`config.mk`:
```
export PLATFORM = sky130hd
export DESIGN_NAME = vlsnr_header_symbol_generator
export DESIGN_NICKNAME = d
export VERILOG_FILES = /design/src/vhsg_pkg.sv /design/src/vhsg_sequencer.sv /design/src/vhsg_mapper.sv /design/src/vlsnr_header_symbol_generator.sv
export SDC_FILE = /design/constraint.sdc
export NUM_CORES = 1
export LEC_CHECK = 0
export ABC_AREA = 1
export BUFFER_PORTS_ARGS = -buffer_cell sky130_fd_sc_hd__buf_2
export CAP_MARGIN = 20
export CORE_UTILIZATION = 55
export DETAILED_ROUTE_END_ITERATION = 16
export PLACE_DENSITY = 0.81
export SLEW_MARGIN = 20
export SYNTH_ARGS = -nofsm -noshare
export SYNTH_HDL_FRONTEND = slang
export SYNTH_SLANG_ARGS = --single-unit
```
`constraint.sdc`:
```
create_clock -name clk -period 3.5 [get_ports clk]
set_input_delay 0.35 -clock clk [delete_from_list [all_inputs] [get_ports clk]]
set_output_delay 0.35 -clock clk [all_outputs]
set_load 0.01 [all_outputs]
```
`src/vhsg_pkg.sv`:
```
// ----------------------------------------------------------------------------
// vhsg_pkg
// Shared constants, types and lookup tables for the VL-SNR header generator.
// ----------------------------------------------------------------------------
package vhsg_pkg;

    localparam int HDR_LEN     = 900;
    localparam int PAD_LEAD    = 2;
    localparam int PATTERN_LEN = 896;
    localparam int ROW_BITS    = 56;

    localparam int POS_W = 10;
    localparam int ROW_W = 4;
    localparam int COL_W = 6;
    localparam int MC_W  = 4;

    localparam logic [POS_W-1:0] POS_LAST     = POS_W'(HDR_LEN - 1);
    localparam logic [POS_W-1:0] POS_PAT_FIRST = POS_W'(PAD_LEAD);
    localparam logic [POS_W-1:0] POS_PAT_LAST  = POS_W'(PAD_LEAD + PATTERN_LEN - 1);
    localparam logic [COL_W-1:0] COL_LAST     = COL_W'(ROW_BITS - 1);
    localparam logic [MC_W-1:0]  MODCOD_RESET = MC_W'(1);

    localparam int IN_TDATA_W  = 8;
    localparam int OUT_TDATA_W = 16;

    // one symbol position with its place in the base matrix
    typedef struct packed {
        logic [POS_W-1:0] pos;
        logic [ROW_W-1:0] row;
        logic [COL_W-1:0] col;
    } sym_pos_t;

    // base matrix row, first transmitted bit in bit 55
    function automatic logic [ROW_BITS-1:0] base_row(input logic [ROW_W-1:0] r);
        logic [ROW_BITS-1:0] v;
        unique case (r)
            4'd0:    v = 56'hFBF23E837F9BC4;
            4'd1:    v = 56'h98708E0B39345E;
            4'd2:    v = 56'hF6A2C9FE1B1737;
            4'd3:    v = 56'h8418D95A6F997A;
            4'd4:    v = 56'h7B7D7B3E9FC9EA;
            4'd5:    v = 56'h5E78BA03A6D51A;
            4'd6:    v = 56'h279CC26543ECD0;
            4'd7:    v = 56'h342B0498BF3D7D;
            4'd8:    v = 56'hADD036E9D5312F;
            4'd9:    v = 56'h1061C6DF826237;
            4'd10:   v = 56'h72D3E0907384C7;
            4'd11:   v = 56'h3BD5ACEE25E2C9;
            4'd12:   v = 56'h59087D82615ADA;
            4'd13:   v = 56'hE9AF0172CF9DA7;
            4'd14:   v = 56'h3F4835A4063F07;
            4'd15:   v = 56'h23C9AEECF2ED41;
            default: v = '0;
        endcase
        return v;
    endfunction

    // walsh-hadamard row inversion mask, bit r set when row r is inverted
    function automatic logic [15:0] invert_mask(input logic [MC_W-1:0] mc);
        logic [15:0] m;
        unique case (mc)
            4'd1:    m = 16'h0000;
            4'd2:    m = 16'hAAAA;
            4'd3:    m = 16'hCCCC;
            4'd4:    m = 16'h6666;
            4'd5:    m = 16'hF0F0;
            4'd6:    m = 16'h9696;
            4'd7:    m = 16'h3C3C;
            4'd8:    m = 16'h5A5A;
            4'd9:    m = 16'h00FF;
            default: m = 16'h0000;
        endcase
        return m;
    endfunction

endpackage

```
`src/vhsg_sequencer.sv`:
```
// ----------------------------------------------------------------------------
// vhsg_sequencer
// Input stage: tracks the header position and registers it per accepted item.
// ----------------------------------------------------------------------------
module vhsg_sequencer (
    input  logic                clk,
    input  logic                rst_n,
    input  logic                in_valid,
    output logic                in_ready,
    input  logic                restart,
    output logic                sym_valid,
    input  logic                sym_ready,
    output vhsg_pkg::sym_pos_t  sym
);
    import vhsg_pkg::*;

    sym_pos_t cur;
    sym_pos_t cnt_reg, cnt_next;
    sym_pos_t sym_reg;
    logic     valid_reg, valid_next;
    logic     accept;

    assign in_ready = !valid_reg || sym_ready;
    assign accept   = in_valid && in_ready;

    always_comb
    begin
        cur = restart ? sym_pos_t'('0) : cnt_reg;

        cnt_next.pos = (cur.pos == POS_LAST) ? '0 : cur.pos + POS_W'(1);
        // row and column advance only inside the pattern part
        if (cur.pos >= POS_PAT_FIRST && cur.pos <= POS_PAT_LAST)
        begin
            if (cur.col == COL_LAST)
            begin
                cnt_next.col = '0;
                cnt_next.row = cur.row + ROW_W'(1);
            end
            else
            begin
                cnt_next.col = cur.col + COL_W'(1);
                cnt_next.row = cur.row;
            end
        end
        else
        begin
            cnt_next.col = '0;
            cnt_next.row = '0;
        end

        valid_next = accept ? 1'b1 : (sym_ready ? 1'b0 : valid_reg);
    end

    always_ff @(posedge clk or negedge rst_n)
    begin
        if (!rst_n)
        begin
            cnt_reg   <= '0;
            valid_reg <= 1'b0;
        end
        else
        begin
            valid_reg <= valid_next;
            if (accept)
                cnt_reg <= cnt_next;
        end
    end

    always_ff @(posedge clk)
    begin
        if (accept)
            sym_reg <= cur;
    end

    assign sym_valid = valid_reg;
    assign sym       = sym_reg;

endmodule

```
`src/vhsg_mapper.sv`:
```
// ----------------------------------------------------------------------------
// vhsg_mapper
// Chip lookup, sign-row inversion and pi/2-BPSK sign mapping into the result
// register.
// ----------------------------------------------------------------------------
module vhsg_mapper (
    input  logic                           clk,
    input  logic                           rst_n,
    input  logic                           sym_valid,
    output logic                           sym_ready,
    input  vhsg_pkg::sym_pos_t             sym,
    input  logic [vhsg_pkg::MC_W-1:0]      modcod,
    output logic                           out_valid,
    input  logic                           out_ready,
    output logic                           i_negative,
    output logic                           q_negative,
    output logic [vhsg_pkg::POS_W-1:0]     symbol_index,
    output logic                           last
);
    import vhsg_pkg::*;

    logic [ROW_BITS-1:0] row_bits;
    logic [15:0]         mask;
    logic                pad;
    logic                chip_neg;
    logic                load;

    logic                valid_reg, valid_next;
    logic                i_neg_reg, q_neg_reg, last_reg;
    logic [POS_W-1:0]    index_reg;

    always_comb
    begin
        row_bits = base_row(sym.row);
        mask     = invert_mask(modcod);
        pad      = (sym.pos < POS_PAT_FIRST) || (sym.pos > POS_PAT_LAST);
        chip_neg = pad ? 1'b0 : (row_bits[COL_LAST - sym.col] ^ mask[sym.row]);
    end

    assign sym_ready  = !valid_reg || out_ready;
    assign load       = sym_valid && sym_ready;
    assign valid_next = load ? 1'b1 : (out_ready ? 1'b0 : valid_reg);

    always_ff @(posedge clk or negedge rst_n)
    begin
        if (!rst_n)
            valid_reg <= 1'b0;
        else
            valid_reg <= valid_next;
    end

    always_ff @(posedge clk)
    begin
        if (load)
        begin
            i_neg_reg <= chip_neg ^ sym.pos[0];
            q_neg_reg <= chip_neg;
            index_reg <= sym.pos;
            last_reg  <= (sym.pos == POS_LAST);
        end
    end

    assign out_valid    = valid_reg;
    assign i_negative   = i_neg_reg;
    assign q_negative   = q_neg_reg;
    assign symbol_index = index_reg;
    assign last         = last_reg;

endmodule

```
`src/vlsnr_header_symbol_generator.sv`:
```
// ----------------------------------------------------------------------------
// vlsnr_header_symbol_generator
// DVB-S2X VL-SNR header symbol source, one pi/2-BPSK sign pair per item.
// ----------------------------------------------------------------------------
// Each accepted input item yields one header symbol; a full header is 900
// items and the next header follows without a restart. Throughput is one
// item per clock; each item passes the position register, then the result
// register; both stages hold under back-pressure, so while a result waits
// the input takes one more item into the position register and then stalls
// until the result is taken. The base matrix and sign rows are constant
// tables read in the mapping stage. modcod is written through the cfg port
// (reset value 1) and must only change while the stream is idle; codes
// outside 1..9 give the uninverted pattern.
module vlsnr_header_symbol_generator (
    input  logic                                  clk,
    input  logic                                  rst_n,
    input  logic                                  s_axis_tvalid,
    output logic                                  s_axis_tready,
    input  logic [vhsg_pkg::IN_TDATA_W-1:0]       s_axis_tdata,  // [0] restart, [7:1] zero
    output logic                                  m_axis_tvalid,
    input  logic                                  m_axis_tready,
    output logic [vhsg_pkg::OUT_TDATA_W-1:0]      m_axis_tdata,  // [0] i_negative,
                                                                 // [1] q_negative,
                                                                 // [11:2] symbol_index,
                                                                 // [15:12] zero
    output logic                                  m_axis_tlast,
    input  logic                                  cfg_valid,
    output logic                                  cfg_ready,
    input  logic [vhsg_pkg::MC_W-1:0]             cfg_data
);
    import vhsg_pkg::*;

    logic [MC_W-1:0]  modcod_reg;
    logic             sym_valid, sym_ready;
    sym_pos_t         sym;
    logic             i_neg, q_neg;
    logic [POS_W-1:0] index;

    assign cfg_ready = 1'b1;

    always_ff @(posedge clk or negedge rst_n)
    begin
        if (!rst_n)
            modcod_reg <= MODCOD_RESET;
        else if (cfg_valid && cfg_ready)
            modcod_reg <= cfg_data;
    end

    vhsg_sequencer u_seq (
        .clk       (clk),
        .rst_n     (rst_n),
        .in_valid  (s_axis_tvalid),
        .in_ready  (s_axis_tready),
        .restart   (s_axis_tdata[0]),
        .sym_valid (sym_valid),
        .sym_ready (sym_ready),
        .sym       (sym)
    );

    vhsg_mapper u_map (
        .clk          (clk),
        .rst_n        (rst_n),
        .sym_valid    (sym_valid),
        .sym_ready    (sym_ready),
        .sym          (sym),
        .modcod       (modcod_reg),
        .out_valid    (m_axis_tvalid),
        .out_ready    (m_axis_tready),
        .i_negative   (i_neg),
        .q_negative   (q_neg),
        .symbol_index (index),
        .last         (m_axis_tlast)
    );

    assign m_axis_tdata = {4'b0000, index, q_neg, i_neg};

endmodule

```
==> results of run 1 <==
[logic make-up (layout without fill, tap and decap cells)]
logic type,count (synthesis),count (layout),share of synthesized area
AO/OA/AOI/OAI,102,102,0.1110
XOR/XNOR,13,13,0.01885
adder cells (fa/ha/maj),24,24,0.04972
buffers and inverters,122,150,0.09530
flip-flops,115,115,0.4576
other,2,5,0.001243
AND/OR/NAND/NOR,346,346,0.2662
[how the worst max path moves through the flow]
| stage | startpoint | slack [ns] | to | cells after the start |
|---|---|---|---|---|
| after floorplan | u_map.out_valid$_DFFE_PN0P_ | 1.38 | u_map.row_bits[5]$_DFF_P_ | 14 |
| after global placement | m_axis_tready | 0.93 | u_map.row_bits[36]$_DFF_P_ | 15 |
| after detailed placement | m_axis_tready | 0.85 | u_map.row_bits[8]$_DFF_P_ | 14 |
| after CTS | u_map.out_valid$_DFFE_PN0P_ | 0.89 | u_map.row_bits[45]$_DFF_P_ | 9 |
| after global routing | u_map.out_valid$_DFFE_PN0P_ | 0.70 | u_map.row_bits[38]$_DFF_P_ | 12 |
| final | u_map.out_valid$_DFFE_PN0P_ | 0.85 | u_map.row_bits[45]$_DFF_P_ | 9 |
[power by group through the flow]
| stage | Combinational [mW] | Sequential (mW) | Clock, mW |
|---|---|---|---|
| final | 0.667 | 1.60 | 1.67 |
| after global routing | 0.741 | 1.61 | 1.74 |
| after CTS | 0.656 | 1.60 | 1.68 |
| after detailed placement | 0.646 | 1.62 | 0 |
| after global placement | 0.627 | 1.61 | 0 |
| after floorplan | 0.496 | 1.61 | 0 |
[metal layers]
metal | GRT usage | vias up | routed length [um]
met4 | 0.1448 | 0 | 500
met3 | 0.05228 | 50 | 1142
met5 | 0 | - | 0
met1 | 0.3505 | 2304 | 5900
met2 | 0.4065 | 279 | 6459
li1 | - | 2417 | -
[worst max-delay path, cell delays in order (launching register included)]
cell and delay, ns:
dfrtp_1 0.43, nand3_2 0.14, nand2_4 0.13, inv_6 0.35, nand2_1 0.19, o21ai_4 0.19
ha_1 0.40, nor2_1 0.11, o21ai_0 0.35, o21ai_0 0.19
[cells in the final DEF, fill, tap and decap left out, types with 17 or more instances in the layout]
cell type	netlist	routed
o21ai_0	40	40
dfxtp_1	56	56
nand3_1	88	88
buf_2	13	24
nor2_1	43	43
ha_1	24	24
inv_1	70	70
edfxtp_1	33	33
dfrtp_1	25	25
o21ai_1	17	17
nand2_1	167	167
[per-stage QoR]
step	utilization	power, mW	worst slack [ns]	instance area [sq um]
floorplan	-	2.109	1.379	6051
detailed placement	0.5866	2.267	0.8471	6137
global placement	0.5866	2.241	0.9274	6137
finish	0.6420	3.932	0.8461	6716
CTS	0.6416	3.929	0.8850	6713
global route	0.6420	4.092	0.6952	6716
[area by class of cell]
| cell class | count | area (sq um) | share of cell area |
|---|---|---|---|
| clock buffer | 21 | 429.2 | 0.06390 |
| timing repair buffer | 29 | 160.2 | 0.02385 |
| inverter | 89 | 341.6 | 0.05086 |
| clock inverter | 11 | 136.4 | 0.02031 |
| multi-input combinational | 490 | 2715 | 0.4042 |
| sequential | 115 | 2764 | 0.4115 |
| tap | 136 | 170.2 | 0.02534 |
==> out/qor.yml, run 1 <==
startpoint_type: "register"
setup_violations: 0
io-pin-count: 37
grt_usage: 0.2643
powerDensity_mw_per_mm2: 585.4
slew_headroom: 0.5524
r2r_slack_ns: 0.85
async_reset_ff_frac: 0.2261
synth_area_leaders: "dfxtp_1, edfxtp_1, nand2_1, dfrtp_1, nand3_1"
place.gp.congestion: 1.014
power.internal_mw: 2.816
worst_pin_slew_ns: 0.6713
hold_violations: 0
num-fill-cells: 823
nNetsFinal: 783
synth_area_leader_cell: "dfxtp_1"
clock_latency_ns: 0.52
antenna_cells: 0
slew_violations: 0
hold_slack_ns: 0.03006
holdPathEnd: "modcod_reg[2]$_DFFE_PN0P_"
drc_errors: 0
cts_resized: 0
dr_total_vias: 5050
r2r-start: "u_map.out_valid$_DFFE_PN0P_"
core_sq_mm: 0.01046
yosys.cell_types.count: 49
dieArea_sq_mm: 0.01140
comb_power_share: 0.170
cts_max_level: 4
final_layout_size_suffix_gt1_frac: 0.1616
grt_max_degree: 53
clk_path_buf_depth: 2
synthesis.area_sq_mm: 0.006040
fmax_mhz: 376.8
yosysTopAreaCellShare: 0.1856
clock-root-buffer: "clkbuf_8"
p_sw_mw: 1.116
overflow: 0
grt_pass1_wl_um: 23180
hp-class: "in2reg"
path_max_fanout: 52
wirelength_um: 14000
yosysSeqAreaShare: 0.4576
sw_frac_of_total: 0.2838
hold_depth: 3
num_rows: 37
path_clk_slew_ns: 0.06
synth.ff_latch_count: 115
yosys_warnings: 0
cp_data_required_time_ns: 3.87
port_buffers: 24
fin_cells: 891
cts_setup_buffers: 0
worstReg2RegEnd: "u_map.row_bits[45]$_DFF_P_"
dp.cells: 858
cts_tree: "built"
cp.arrival_ns: 3.03
avgSynthCellArea_sq_um: 8.342
endpoint_kind: "register"
dp_hpwl_um: 9819
antenna_left: 0
vdd_ir_drop_max_mv: 0.3119
period_needed_ns: 2.654
power.share.clock: 0.424
via_per_inst: 5.668
rsz0062_at_grt: "false"
synth_ff_type: "dfxtp_1"
largest_reg_flops: 56
cap_violations: 0
skew_ns: 0.007577
drtIter0Drc: 456
die_x_um: 106.8
leakage_nw: 2.970
cts_buffers: 17
status: "finished clean"
grt_antenna_before_repair: 0
cts.sinks: 115
die_h_um: 106.8
r2r_cells: 9
worstSetupPathType: "reg2reg"
p_seq_frac: 0.406
area_growth_pct: 11.21
syn_inst: 724
first_pass_iters: 6
start_util: 0.5773
yosysMostFrequentCell: "nand2_1"
tns_ns: 0
synth_commonest_cells: "nand2_1, nand3_1, inv_1"
hp-start: "cfg_data[2]"
synth_edf_count: 33
cts_hold_buf: 1
finalCritPeriodShare: 0.7583
wl_per_cell_um: 15.72
grt_pass1_vias: 4842
No activity file was read; power rests on OpenSTA's default activity.
==> run 2: changes to the inputs <==
- clock period: 3.5 -> 2.6 ns (I/O delays scaled with it)
==> out/qor.yml, run 2 (synthesis results as in run 1) <==
num_rows: 37
nNetsFinal: 803
dieArea_sq_mm: 0.01140
cts_resized: 0
place.gp.congestion: 0.9924
grt_usage: 0.2753
powerDensity_mw_per_mm2: 773.4
cts_tree: "built"
cts_max_level: 4
ff_latch_area_sq_mm: 0.002764
final_layout_size_suffix_gt1_frac: 0.1690
first_pass_iters: 7
path_max_fanout: 11
power.share.clock: 0.422
path_clk_slew_ns: 0.05
leakage_nw: 3.064
antenna_cells: 0
hp-class: "in2reg"
wirelength_um: 14540
layout_commonest_cell: "nand2_1"
start_util: 0.5773
status: "finished clean"
final_cell_mix: "nand2_1, nand3_1, inv_1"
worst_pin_slew_ns: 0.6208
worstSetupPathType: "in2reg"
dp_hpwl_um: 10230
setup_violations: 0
antenna_left: 0
dr_total_vias: 5106
die_x_um: 106.8
slew_headroom: 0.5861
grt_pass1_wl_um: 23670
endpoint_kind: "register"
startpoint_type: "input port"
p_seq_frac: 0.403
grt_antenna_before_repair: 0
area_growth_pct: 14.19
die_h_um: 106.8
grt_max_degree: 38
port_buffers: 24
via_per_inst: 5.605
cp.arrival_ns: 2.76
largest_reg_flops: 56
cap_violations: 0
period_needed_ns: 2.395
cts_buffers: 17
cts.sinks: 115
fmax_mhz: 417.5
dp.cells: 868
fin_util: 0.6592
rsz0062_at_grt: "false"
clock-root-buffer: "clkbuf_8"
tns_ns: 0
num-fill-cells: 854
clk_path_buf_depth: 2
overflow: 0
sw_frac_of_total: 0.2799
skew_ns: 0.008919
p_sw_mw: 1.493
multi_input_area_sq_mm: 0.002711
comb_power_share: 0.174
drc_errors: 0
hold_slack_ns: 0.04245
wl_per_cell_um: 15.96
power.internal_mw: 3.841
cp_data_required_time_ns: 2.96
fin_area_sq_mm: 0.006897
core_sq_mm: 0.01046
vdd_ir_drop_max_mv: 0.5268
slew_violations: 0
drtIter0Drc: 544
place_area_sq_mm: 0.006212
grt_pass1_vias: 4900
fin_cells: 911
clock_latency_ns: 0.52
io-pin-count: 37
finalCritPeriodShare: 0.9213
hold_violations: 0
cts_setup_buffers: 0
run 2: what timing repair did:
action,4_1_cts,5_1_grt
endpoints found under the hold margin,30,0
hold buffers,11,0
endpoints found under the setup margin,0,0
run 2: stage by stage:
step	power (mW)	worst slack (ns)
6_report	5.334	0.2047
4_1_cts	5.345	0.2761
3_5_place_dp	3.075	0.2420
5_1_grt	5.560	0.02290
3_3_place_gp	3.048	0.3035
2_1_floorplan	2.839	0.4789
run 2: final timing paths:
| kind | from | to | slack, ns | cells past startpoint |
|---|---|---|---|---|
| max in group asynchronous | rst_n | modcod_reg[2]$_DFFE_PN0P_ | 1.90 | 2 |
| worst min register to register | u_seq.sym[14]$_DFFE_PN_ | u_map.symbol_index[4]$_DFFE_PP_ | 0.45 | 0 |
| min in group asynchronous | rst_n | u_map.out_valid$_DFFE_PN0P_ | 0.29 | 2 |
| worst max register to register | u_seq.cnt_reg[10]$_DFFE_PN0N_ | u_seq.cnt_reg[18]$_DFFE_PN0N_ | 0.27 | 10 |
| worst min-delay path | cfg_valid | modcod_reg[2]$_DFFE_PN0P_ | 0.04 | 2 |
| worst max-delay path | m_axis_tready | u_map.row_bits[39]$_DFF_P_ | 0.20 | 14 |
run 2: final cells by class:
cell class	instances	share of cell area
well taps	136	0.02467
inverters	89	0.04953
multi-input cells	490	0.3931
clock inverters	11	0.01959
flip-flops and latches	115	0.4008
repair buffers	49	0.04862
clock buffers	21	0.06368
run 2: layer usage:
layer,GRT usage,share of wire,routed length (um)
met2,0.4382,0.47,6827
met1,0.3562,0.43,6321
met4,0.1341,0.028,401
met5,0,0,0
met3,0.05897,0.068,993
run 2: power groups by stage:
| stage | Sequential, mW | Combinational (mW) | Clock (mW) |
|---|---|---|---|
| after floorplan | 2.17 | 0.668 | 0 |
| after global placement | 2.17 | 0.874 | 0 |
| after detailed placement | 2.18 | 0.893 | 0 |
| after CTS | 2.15 | 0.916 | 2.28 |
| after global routing | 2.17 | 1.03 | 2.36 |
| final | 2.15 | 0.931 | 2.25 |
run 2: critical path, cell delays in order:
cell	delay (ns)
dlygate4sd3_1	0.53
buf_2	0.12
inv_1	0.09
nand3_2	0.13
nand2_4	0.19
inv_6	0.07
o21ai_4	0.33
ha_1	0.34
inv_1	0.12
nor2_1	0.08
inv_1	0.10
nand2_1	0.14
nand2_1	0.10
o21ai_0	0.15
